<file path="src/lcnc_pkg.sv">
`default_nettype none

package lcnc_pkg;

    localparam int CARD_W         = 63;
    localparam int NUM_DIGITS     = 19;
    localparam int DIGIT_W        = 4;
    localparam int BCD_W          = NUM_DIGITS * DIGIT_W;
    localparam int COUNT_W        = 5;
    localparam int BITS_PER_STAGE = 7;
    localparam int DD_STAGES      = CARD_W / BITS_PER_STAGE;
    localparam int HALF_DIGITS    = 10;
    localparam int PSUM_W         = 7;
    localparam int SUM_W          = 8;

    localparam logic [1:0] CLASS_INVALID = 2'd0;
    localparam logic [1:0] CLASS_AMEX    = 2'd1;
    localparam logic [1:0] CLASS_MC      = 2'd2;
    localparam logic [1:0] CLASS_VISA    = 2'd3;

    localparam logic [COUNT_W-1:0] LEN_AMEX    = 5'd15;
    localparam logic [COUNT_W-1:0] LEN_MC      = 5'd16;
    localparam logic [COUNT_W-1:0] LEN_VISA_S  = 5'd13;
    localparam logic [COUNT_W-1:0] LEN_VISA_L  = 5'd16;

    typedef logic [BCD_W-1:0]   bcd_t;
    typedef logic [CARD_W-1:0]  card_t;
    typedef logic [DIGIT_W-1:0] digit_t;

    function automatic bcd_t dd_adjust(input bcd_t b);
        bcd_t r;
        r = b;
        for (int i = 0; i < NUM_DIGITS; i++) begin
            if (b[i*DIGIT_W +: DIGIT_W] >= 4'd5) begin
                r[i*DIGIT_W +: DIGIT_W] = b[i*DIGIT_W +: DIGIT_W] + 4'd3;
            end
        end
        return r;
    endfunction

    function automatic digit_t luhn_fold(input digit_t d);
        logic [DIGIT_W:0] t;
        t = {d, 1'b0};
        if (t > 5'd9) begin
            t = t - 5'd9;
        end
        return t[DIGIT_W-1:0];
    endfunction

    function automatic digit_t get_digit(input bcd_t b, input logic [COUNT_W-1:0] idx);
        digit_t d;
        d = '0;
        for (int i = 0; i < NUM_DIGITS; i++) begin
            if (idx == COUNT_W'(i)) begin
                d = b[i*DIGIT_W +: DIGIT_W];
            end
        end
        return d;
    endfunction

endpackage

`default_nettype wire

</file>
<file path="src/lcnc_dd_stage.sv">
`default_nettype none

module lcnc_dd_stage
    import lcnc_pkg::*;
(
    input  wire logic aclk,
    input  wire logic aresetn,
    input  wire logic adv,
    input  wire logic vld_in,
    input  wire bcd_t bcd_in,
    input  wire card_t bin_in,
    output logic      vld_reg,
    output bcd_t      bcd_reg,
    output card_t     bin_reg
);

    bcd_t  bcd_next;
    card_t bin_next;

    always_comb begin
        logic [BCD_W+CARD_W-1:0] t;
        t = {bcd_in, bin_in};
        for (int s = 0; s < BITS_PER_STAGE; s++) begin
            t[BCD_W+CARD_W-1:CARD_W] = dd_adjust(t[BCD_W+CARD_W-1:CARD_W]);
            t = t << 1;
        end
        bcd_next = t[BCD_W+CARD_W-1:CARD_W];
        bin_next = t[CARD_W-1:0];
    end

    always_ff @(posedge aclk) begin
        if (!aresetn) begin
            vld_reg <= 1'b0;
        end else if (adv) begin
            vld_reg <= vld_in;
        end
    end

    always_ff @(posedge aclk) begin
        if (adv) begin
            bcd_reg <= bcd_next;
            bin_reg <= bin_next;
        end
    end

endmodule

`default_nettype wire

</file>
<file path="config.mk">
export PLATFORM = sky130hd
export DESIGN_NAME = lcnc_dd_stage
export DESIGN_NICKNAME = d
export VERILOG_FILES = /design/src/lcnc_pkg.sv /design/src/lcnc_dd_stage.sv
export SDC_FILE = /design/constraint.sdc
export NUM_CORES = 1
export LEC_CHECK = 0
export BUFFER_PORTS_ARGS = -buffer_cell sky130_fd_sc_hd__clkbuf_2
export CORE_MARGIN = 10
export CORE_UTILIZATION = 40
export CTS_BUF_LIST = sky130_fd_sc_hd__clkbuf_8
export CTS_CLUSTER_SIZE = 16
export DETAILED_ROUTE_END_ITERATION = 7
export PLACE_DENSITY = 0.65
export SLEW_MARGIN = 30
export SYNTH_ARGS = -nofsm -noshare
export SYNTH_HDL_FRONTEND = slang
export SYNTH_SLANG_ARGS = --single-unit
</file>
<file path="constraint.sdc">
create_clock -name aclk -period 10.5 [get_ports aclk]
set_clock_uncertainty 0.05 [all_clocks]
set_input_delay 2.625 -clock aclk [delete_from_list [all_inputs] [get_ports aclk]]
set_output_delay 2.625 -clock aclk [all_outputs]
set_load 0.05 [all_outputs]
</file>
# Word-level counts from Yosys, hierarchy flattened
# Index checks and enable logic that the tools add are counted.
[word_totals] regBits=133 input_bits=143 out_inout_bits=140 word_cells=402
[op_classes] add_sub_neg=133 n_lt_le_gt_ge=133 n_mux=133
[op_table] operator="$ge 4x3->1 const B" n=133
[op_table] operator="$add 4x2->4 const B" n=126
[op_table] operator="$mux 4" n=126
[op_table] operator="$add 3x2->3 const B" n=7
[op_table] operator="$mux 3" n=7

# Longest topological paths before layout
# Gate-level depths: netlist of the first run.
[logic_depth] word_depth=14 depth_mapped=31 depth_no_buf=31

# Worst setup path after synthesis of the first run
# No wires, ideal clock.
[synth_path] path_kind="input to register" startpoint="input bcd_in[32]" endpoint="register bcd_reg[34], data pin" setup_ns=0.259 arrival_time_ns=8.298 setup_slack_ns=1.893 cell_stages=29 n_path_buf=2 cell_sequence="inv_1 > ha_1 > nand2b_1 > a21oi_4 > mux2_4 > buf_6 > nand2b_1 > a31oi_1 > inv_1 > ha_1 > maj3_1 > a221o_1 > a22oi_2 > ha_1 > inv_1 > a211oi_1 > o22ai_2 > nand2_1 > nor2_1 > nor3_1 > clkbuf_1 > ha_1 > o21ai_0 > a211oi_1 > a211o_1 > inv_2 > and3_1 > o21a_1 > o31a_1"
[synth_via] elab_chain_cells=14
[synth_lines] element="from (decl)" line_no="lcnc_dd_stage.sv:10" text="input wire bcd_t bcd_in,"
[synth_lines] element="$add 4x2->4 or $ge 4x3->1 (tied branches)" line_no="lcnc_pkg.sv:35, lcnc_pkg.sv:34"
[synth_lines] element="$mux 4 *" line_no="lcnc_pkg.sv:34" text="if (b[i*DIGIT_W +: DIGIT_W] >= 4'd5) begin"
[synth_lines] element="$add 4x2->4 or $ge 4x3->1 (tied branches)" line_no="lcnc_pkg.sv:35, lcnc_pkg.sv:34"
[synth_lines] element="$mux 4 *" line_no="lcnc_pkg.sv:34"
[synth_lines] element="$add 4x2->4 or $ge 4x3->1 (tied branches)" line_no="lcnc_pkg.sv:35, lcnc_pkg.sv:34"
[synth_lines] element="$mux 4 *" line_no="lcnc_pkg.sv:34"
[synth_lines] element="$ge 4x3->1 or $add 4x2->4 (tied branches)" line_no="lcnc_pkg.sv:34, lcnc_pkg.sv:35"
[synth_lines] element="$mux 4 *" line_no="lcnc_pkg.sv:34"
[synth_lines] element="$add 4x2->4 or $ge 4x3->1 (tied branches)" line_no="lcnc_pkg.sv:35, lcnc_pkg.sv:34"
[synth_lines] element="$mux 4 *" line_no="lcnc_pkg.sv:34"
[synth_lines] element="$ge 4x3->1 or $add 4x2->4 (tied branches)" line_no="lcnc_pkg.sv:34, lcnc_pkg.sv:35"
[synth_lines] element="$mux 4 *" line_no="lcnc_pkg.sv:34"
[synth_lines] element="$add 4x2->4 or $ge 4x3->1 (tied branches)" line_no="lcnc_pkg.sv:35, lcnc_pkg.sv:34"
[synth_lines] element="$mux 4 *" line_no="lcnc_pkg.sv:34"
[synth_lines] element="named net bcd_next[34]" line_no="lcnc_dd_stage.sv:17" text="bcd_t bcd_next;"
[synth_lines] element="to (signal assigned)" line_no="lcnc_dd_stage.sv:41" text="bcd_reg <= bcd_next;"
[synth_lines] element="to (decl)" line_no="lcnc_dd_stage.sv:13" text="output bcd_t bcd_reg,"
# The timed path passes the listed nets; every way through them passes the cells marked *.
# A chain may end at the register's enable or synchronous reset.

# Worst setup path after layout of the first run
[layout_path] startpoint="input bcd_in[0]" endpoint="register bcd_reg[11], data pin"
[layout_via] elab_chain_cells=14
[layout_lines] element="$add 4x2->4 or $ge 4x3->1 (tied branches)" line_no="lcnc_pkg.sv:35, lcnc_pkg.sv:34"
[layout_lines] element="$mux 4 *" line_no="lcnc_pkg.sv:34"
[layout_lines] element="$add 4x2->4 or $ge 4x3->1 (tied branches)" line_no="lcnc_pkg.sv:35, lcnc_pkg.sv:34"
[layout_lines] element="$mux 4" line_no="lcnc_pkg.sv:34"
[layout_lines] element="$add 4x2->4 or $ge 4x3->1 (tied branches)" line_no="lcnc_pkg.sv:35, lcnc_pkg.sv:34"
[layout_lines] element="$mux 4" line_no="lcnc_pkg.sv:34"
[layout_lines] element="$add 4x2->4 or $ge 4x3->1 (tied branches)" line_no="lcnc_pkg.sv:35, lcnc_pkg.sv:34"
[layout_lines] element="$mux 4" line_no="lcnc_pkg.sv:34"
[layout_lines] element="$add 4x2->4 or $ge 4x3->1 (tied branches)" line_no="lcnc_pkg.sv:35, lcnc_pkg.sv:34"
[layout_lines] element="$mux 4" line_no="lcnc_pkg.sv:34"
[layout_lines] element="$add 4x2->4 or $ge 4x3->1 (tied branches)" line_no="lcnc_pkg.sv:35, lcnc_pkg.sv:34"
[layout_lines] element="$mux 4" line_no="lcnc_pkg.sv:34"
[layout_lines] element="$add 4x2->4 or $ge 4x3->1 (tied branches)" line_no="lcnc_pkg.sv:35, lcnc_pkg.sv:34"
[layout_lines] element="$mux 4 *" line_no="lcnc_pkg.sv:34"
[layout_lines] element="named net bcd_next[11]" line_no="lcnc_dd_stage.sv:17"
# Marks and branches as above.

==> metrics.md, run 1 <==
| Metric | Value |
|---|---|
| Post-DP HPWL | `44620 um` |
| Initial antenna violation count | `3` |
| Seq cells post-synth | `133` |
| Critical R2R Launch | `vld_reg$_SDFFE_PN0P_` |
| FMAX | `116.0 MHz` |
| Sequential fraction of the synthesis area | `17.91%` |
| Crit path time final | `roughly 8600 ps` |
| Max FO, Critical Path | `12` |
| Static leakage power | `9.683 nW` |
| Drt total wl | `between 50000 and 60000 um` |
| Power per cell area | `~350 nW/um2` |
| Status | `completed` |
| Mapped cell area | `22250 um2` |
| Clk slew on worst S/H paths | `70 ps` |
| Synth Flop Type | `edfxtp_1` |
| Power share of the clock group | `5.2%` |
| Worst slew margin | `37.26%` |
| Grt peak-use layer | `met2` |
| Share of cells above drive strength 1 | `about a fifth` |
| Vias | `22.08k` |
| Slew Viols, Final | `0` |
| Worst EP required | `10760 ps` |
| Synthesized instance count | `2822` |
| TritonRoute pass-1 iters | `5` |
| Num CTS Buffers | `17` |
| Met3 GRT Util | `3.637%` |
| Worst-Margin Slew | `934.4 ps` |
| Post_cts resized | `0` |
| Die height | `approximately 260 um` |
| Sw Share | `55.47%` |
| RSZ-0062 raised after global routing | `no` |
| DR iter-0 viols | `1441` |
| Endpoints failing hold | `0` |
| Combinational fraction of design power | `between 80% and 90%` |
| Setup Viol. Count Final | `0` |
| Ports | `283` |
| Number of remaining DRC errors | `0` |
| Worst-Skew Late Latency | `550 ps` |
| Worst min-delay path class | `reg -> reg` |
| Critical Path Source Type | `input port` |
| Maxcap violations | `0` |
| Synth Warn # | `0` |
| Hold Buf Count CTS | `0` |
| Count of buffers from port buffering | `roughly 280` |
| Hold wc startpoint | `vld_reg$_SDFFE_PN0P_` |
| Post-synth EDFFs | `132` |
| Vias in the first global route | `roughly 20k` |
| Area delta synth->final | `10.17%` |
| Gpl congestion | `0.8680` |
| Met1 Usage GRT | `22.40%` |
| WP data arrival | `between 8000 and 9000 ps` |
| Synth unique cells | `136` |
| Largest net degree at the start of global routing | `slightly above 80` |
| Sink Count | `133` |
| H-tree Lvls | `4` |
| Num rows | `86` |
| CTS tree | `yes` |
| First-pass GRT wire length | `96520 um` |
| Grt met2 use | `27.30%` |
| CP Launch Point | `bcd_in[0]` |
| Nets | `approximately 3.3k` |
| DIE WIDTH | `255.8 um` |
| Async S/R FF share, synth | `0%` |
| Tot GR Track Use | `16.91%` |
| Hold_ws | `483.1 ps` |
| Register share of total power | `12.4%` |
| Die Area | `65460 um2` |
| CTS root buffer | `clkbuf_8` |
| WL per Instance | `15.34 um` |
| Grt total ovfl | `0` |
| Core area | `55090 um2` |
| Final Cycle Share | `around 82%` |
| Detail Route Antenna Nets | `0` |
| Post-CTS setup buffer count | `0` |
| Clock tree buffer depth | `2` |
| Vias per cell | `5.841` |
| Internal | `3.798 mW` |
| Avg Inst Size Synth | `7.884 um2` |
| Initial Util | `40.38%` |
| Max FFs per register | `between 70 and 80` |
| TNS Setup | `0 ps` |
| Net Switching | `4.732 mW` |
| WS Path Type | `in -> reg` |
| Worst Setup End Kind | `flip-flop` |
| Worst vdd ir | `167.5 uV` |
==> routing by layer <==
metal  vias up  share of wire (%)  wire length [um]
met5         -              0.050                29
met2       526                 46             26500
met3        54                5.1              2953
met4         4                1.3               762
met1     10202                 48             27730
li1      11289                  -                 -
==> synthesized netlist by cell type (16+ instances only) <==
cell,instances,area (um2)
nand2_1,257,964.7
nor2_1,248,930.9
a21oi_1,178,890.9
o21ai_0,152,760.7
edfxtp_1,132,3964
inv_1,119,446.7
nand3_1,103,515.5
ha_1,96,1201
nor3_1,93,465.5
mux2i_1,83,830.8
clkbuf_1,58,217.7
o211ai_1,58,435.4
nand2b_1,56,350.3
a31oi_1,53,331.6
xnor2_1,50,437.9
and2_1,48,300.3
a21o_1,47,352.8
mux2_2,42,473.0
o21ai_1,41,205.2
a211oi_1,38,285.3
buf_2,37,185.2
o22ai_1,30,187.7
maj3_1,28,280.3
o21a_1,28,210.2
o31ai_1,27,202.7
or3_1,26,162.7
and3_1,25,156.4
nor3b_1,24,180.2
a21oi_2,23,201.4
nand4_1,23,143.9
xnor2_2,23,374.1
nor2b_1,22,137.6
xor2_1,22,192.7
a22oi_1,18,135.1
nor4_1,18,112.6
a22o_1,17,148.9
o31a_1,17,148.9
o221ai_1,16,140.1
==> critical path, cell delays in order <==
cell,delay [ps]
clkbuf_2,160
inv_1,140
ha_1,260
nand2b_1,170
nor3b_2,220
nor2_2,400
a21oi_1,100
a31oi_2,420
inv_1,170
ha_1,270
a221oi_2,440
and2_1,280
o22a_1,230
inv_1,80
ha_1,200
a32o_1,230
a31oi_1,280
o211ai_1,200
and3_1,230
a211oi_2,400
inv_2,160
ha_1,390
inv_1,110
o21a_1,200
a41oi_1,170
o21ai_0,90
mux2_2,260
==> area by class of cell <==
type | instances | area [um2]
fill | 5587 | 30580
multi-input combinational | 2444 | 17250
sequential | 133 | 3984
timing repair buffer | 286 | 1465
tap | 748 | 935.9
inverter | 135 | 509.2
clock buffer | 17 | 234.0
clock inverter | 15 | 130.1
antenna | 1 | 2.502
==> cells in the final DEF (no fill, tap or decap), drive strengths merged, types with 28 or more instances in the layout <==
| cell | count |
|---|---|
| xnor2 | 79 |
| a31oi | 59 |
| a21oi | 211 |
| nand2 | 261 |
| o21a | 28 |
| nand2b | 58 |
| ha | 96 |
| edfxtp | 132 |
| o31ai | 35 |
| o211ai | 65 |
| clkbuf | 291 |
| nor3 | 100 |
| a211oi | 55 |
| mux2i | 91 |
| a21o | 48 |
| nand3 | 106 |
| o21ai | 202 |
| mux2 | 53 |
| and2 | 50 |
| maj3 | 30 |
| inv | 139 |
| o22ai | 34 |
| nor2 | 255 |
==> worst paths after layout <==
| path | endpoint | slack [ps] | depth (start not counted) |
|---|---|---|---|
| max | bcd_reg[11]$_DFFE_PP_ | 1880 | 27 |
| min | vld_reg$_SDFFE_PN0P_ | 480 | 2 |
| max reg2reg | vld_reg$_SDFFE_PN0P_ | 9850 | 2 |
| min reg2reg | vld_reg$_SDFFE_PN0P_ | 480 | 2 |
==> kinds of logic after synthesis <==
group	after synthesis	share of synthesized area, %
multiplexers	144	7.097
other	1	0.01685
adder cells (fa/ha/maj)	126	6.760
flip-flops	133	17.91
AO/OA/AOI/OAI	1058	35.79
AND/OR/NAND/NOR	1005	22.11
XOR/XNOR	104	5.477
buffers and inverters	251	4.842
==> metrics by stage <==
stage	area (um2)	std cells	utilization [%]	total power, mW	worst slack, ps
detailed placement	24110	3746	43.76	8.033	1352
global placement	24100	3746	43.75	8.014	1448
floorplan	22270	2828	-	6.793	1893
CTS	24470	3778	44.42	8.531	2009
global route	24510	3779	44.49	9.370	1373
finish	24510	3779	44.49	8.530	1878
==> power by group through the flow <==
stage,combinational [mW],sequential [mW],clock (mW)
after detailed placement,6.96,1.07,0
after global routing,7.82,1.07,0.478
after global placement,6.95,1.07,0
after CTS,7.01,1.06,0.464
final,7.03,1.06,0.440
after floorplan,5.14,1.65,0
Note: power is estimated with default switching activity, not from simulation.
==> inputs of run 2 (changes only) <==
--- a/config.mk
+++ b/config.mk
@@ -11,7 +11,7 @@
 export CTS_BUF_LIST = sky130_fd_sc_hd__clkbuf_8
 export CTS_CLUSTER_SIZE = 16
 export DETAILED_ROUTE_END_ITERATION = 7
-export PLACE_DENSITY = 0.65
+export PLACE_DENSITY = 0.67
 export SLEW_MARGIN = 30
 export SYNTH_ARGS = -nofsm -noshare
 export SYNTH_HDL_FRONTEND = slang
==> constraint.sdc (replaced) <==
create_clock -name aclk -period 7.65 [get_ports aclk]
set_clock_uncertainty 0.05 [all_clocks]
set_input_delay 1.9125 -clock aclk [delete_from_list [all_inputs] [get_ports aclk]]
set_output_delay 1.9125 -clock aclk [all_outputs]
set_load 0.05 [all_outputs]
==> metrics.md, run 2 (synthesis gave the netlist of run 1 again) <==
| Metric | Value |
|---|---|
| Crit-path max cell delay | `420 ps (was 440 ps)` |
| CTS tree | `yes (unchanged)` |
| Worst slew margin | `42.28% (was 37.26%)` |
| Worst Setup End Kind | `flip-flop (unchanged)` |
| Die Area | `65460 um2 (unchanged)` |
| Slew Viols, Final | `0 (unchanged)` |
| RSZ-0062 raised after global routing | `no (unchanged)` |
| FMAX | `140.9 MHz` |
| Critical Path Source Type | `input port (unchanged)` |
| Power share of the clock group | `5.1% (was 5.2%)` |
| CP Depth | `26 (was 27)` |
| Worst EP required | `7880 ps (was 10760 ps)` |
| Hold wc startpoint | `vld_reg$_SDFFE_PN0P_ (unchanged)` |
| Register share of total power | `12.0% (was 12.4%)` |
| DIE WIDTH | `255.8 um (unchanged)` |
| Dpl cell area | `25210 um2 (was 24110 um2)` |
| Clock tree buffer depth | `2 (unchanged)` |
| WS Path Type | `in -> reg (unchanged)` |
| Gpl congestion | `0.9025 (was 0.8680)` |
| Number of remaining DRC errors | `0 (unchanged)` |
| Vias per cell | `5.712 (was 5.841)` |
| Max FFs per register | `76 (unchanged)` |
| Finished Cell Area | `25600 um2 (was 24510 um2)` |
| Sink Count | `133 (unchanged)` |
| Vias | `22.42k (was 22.08k)` |
| Worst-Skew Late Latency | `540 ps (was 550 ps)` |
| Most frequent cells in the layout | `274 x clkbuf_2, 257 x nand2_1, 248 x nor2_1, 178 x a21oi_1, 156 x buf_4 (was 274 x clkbuf_2, 257 x nand2_1, 248 x nor2_1, 178 x a21oi_1, 152 x o21ai_0)` |
| Endpoints failing hold | `0 (unchanged)` |
| Internal | `5.622 mW (was 3.798 mW)` |
| Tot GR Track Use | `16.65% (was 16.91%)` |
| Maxcap violations | `0 (unchanged)` |
| Final WS setup | `552.3 ps (was 1878 ps)` |
| Static leakage power | `10.37 nW (was 9.683 nW)` |
| Core area | `55090 um2 (unchanged)` |
| Area delta synth->final | `15.08% (was 10.17%)` |
| CP Buf/Inv Count | `4 (was 6)` |
| First-pass GRT wire length | `95810 um (was 96520 um)` |
| Worst r2r dst | `vld_reg$_SDFFE_PN0P_ (unchanged)` |
| Critical R2R Launch | `vld_reg$_SDFFE_PN0P_ (unchanged)` |
| Worst min-delay path class | `reg -> reg (unchanged)` |
| Clk slew on worst S/H paths | `80 ps (was 70 ps)` |
| Hold Buf Count CTS | `0 (unchanged)` |
| Net Switching | `6.578 mW (was 4.732 mW)` |
| Combinational fraction of design power | `83.0% (was 82.5%)` |
| FF/Latch Area | `3984 um2 (unchanged)` |
| Status | `completed (unchanged)` |
| WL per Instance | `14.62 um (was 15.34 um)` |
| Worst-Margin Slew | `855.0 ps (was 934.4 ps)` |
| H-tree Lvls | `4 (unchanged)` |
| Layout fillers | `5509 (was 5587)` |
| CTS root buffer | `clkbuf_8 (unchanged)` |
| Share of cells above drive strength 1 | `23.24% (was 19.64%)` |
| Drt total wl | `57370 um (was 57970 um)` |
| Grt total ovfl | `0 (unchanged)` |
| Count of buffers from port buffering | `275 (unchanged)` |
| R2R setup slack | `7000 ps (was 9850 ps)` |
| TritonRoute pass-1 iters | `6 (was 5)` |
| Hold EP | `vld_reg$_SDFFE_PN0P_ (unchanged)` |
| Critical path's top delay family | `compound AO/OA/AOI/OAI gates (unchanged)` |
| Commonest non-fill, non-tap cell in the layout | `clkbuf_2 (unchanged)` |
| Initial Util | `40.38% (unchanged)` |
| Initial antenna violation count | `2 (was 3)` |
| Vias in the first global route | `19.95k (was 19.65k)` |
| Max FO, Critical Path | `10 (was 12)` |
| Die height | `255.8 um (unchanged)` |
| Sw Share | `53.92% (was 55.47%)` |
| Num rows | `86 (unchanged)` |
| Hold depth | `2 (unchanged)` |
| WP data arrival | `7330 ps (was 8880 ps)` |
| FF-to-FF path depth | `2 (unchanged)` |
| Detail Route Antenna Nets | `0 (unchanged)` |
| Dpl ws | `-64.40 ps (was 1352 ps)` |
| Crit path time final | `7098 ps` |
| Crit-path slowest cell | `a2111oi_0 (was a221oi_2)` |
| Nets | `3401 (was 3256)` |
| Worst vdd ir | `257.9 uV (was 167.5 uV)` |
| Critical Path Most Common Cell | `ha_1` |
| Multi-input gate area | `17240 um2 (was 17250 um2)` |
| Num CTS Buffers | `17 (unchanged)` |
| Final Cycle Share | `92.78%` |
| DR iter-0 viols | `1241 (was 1441)` |
| Largest net degree at the start of global routing | `79 (was 81)` |
| Power per cell area | `476.5 nW/um2 (was 348.0 nW/um2)` |
| Post-DP HPWL | `44980 um (was 44620 um)` |
| Ports | `283 (unchanged)` |
| Setup Viol. Count Final | `0 (unchanged)` |
-- run 2: through the flow --
| step | hold slack, ps | TNS, ps | util [%] | power [mW] | std cells |
|---|---|---|---|---|---|
| floorplan | 692.9 | 0 | - | 9.326 | 2828 |
| global placement | 465.8 | 0 | 45.76 | 11.47 | 3891 |
| detailed placement | 473.3 | -111.6 | 45.76 | 11.53 | 3891 |
| CTS | 485.7 | 0 | 46.44 | 12.21 | 3923 |
| global route | 503.5 | 0 | 46.47 | 13.40 | 3925 |
| finish | 486.2 | 0 | 46.47 | 12.20 | 3925 |
-- run 2: final cells by class --
cell class / count / area share, %
Multi-Input combinational cell: 2444 / 67.33
Sequential cell: 133 / 15.56
Timing Repair Buffer: 431 / 9.974
Tap cell: 748 / 3.655
Inverter: 135 / 1.989
Clock buffer: 17 / 0.9138
Clock inverter: 15 / 0.5571
Antenna cell: 2 / 0.01955
-- run 2: layer usage --
metal  vias up  part of all wire [%]  GRT usage (%)
li1      11574                     -              -
met1     10301                    48          22.56
met2       512                    46          26.73
met3        33                   4.8          3.055
met4         0                   1.2          4.282
met5         -                     0              0
-- run 2: worst max path at each step --
stage / slack, ps / start / endpoint
after CTS: 570 / bcd_in[24] / bcd_reg[34]$_DFFE_PP_
after global placement: 90 / bcd_in[24] / bcd_reg[35]$_DFFE_PP_
after detailed placement: -60 / bcd_in[24] / bcd_reg[34]$_DFFE_PP_
after floorplan: 20 / bcd_in[32] / bcd_reg[34]$_DFFE_PP_
final: 550 / bcd_in[4] / bcd_reg[16]$_DFFE_PP_
after global routing: 100 / bcd_in[24] / bcd_reg[35]$_DFFE_PP_
-- run 2: power groups by stage --
stage	registers, mW	clock network [mW]	logic, mW
global route	1.48	0.669	11.2
detailed placement	1.48	0	10.0
CTS	1.47	0.647	10.1
global placement	1.47	0	9.99
finish	1.46	0.617	10.1
floorplan	2.26	0	7.06
-- run 2: worst reg2reg max path: stages (launching register included) --
cell and delay [ps]:
dfxtp_1 320, mux2i_1 120, nor2b_1 60
-- run 2: timing repair --
item	in CTS	in global routing
gates resized for setup	0	1
setup buffers	0	0
setup endpoints to repair	0	1
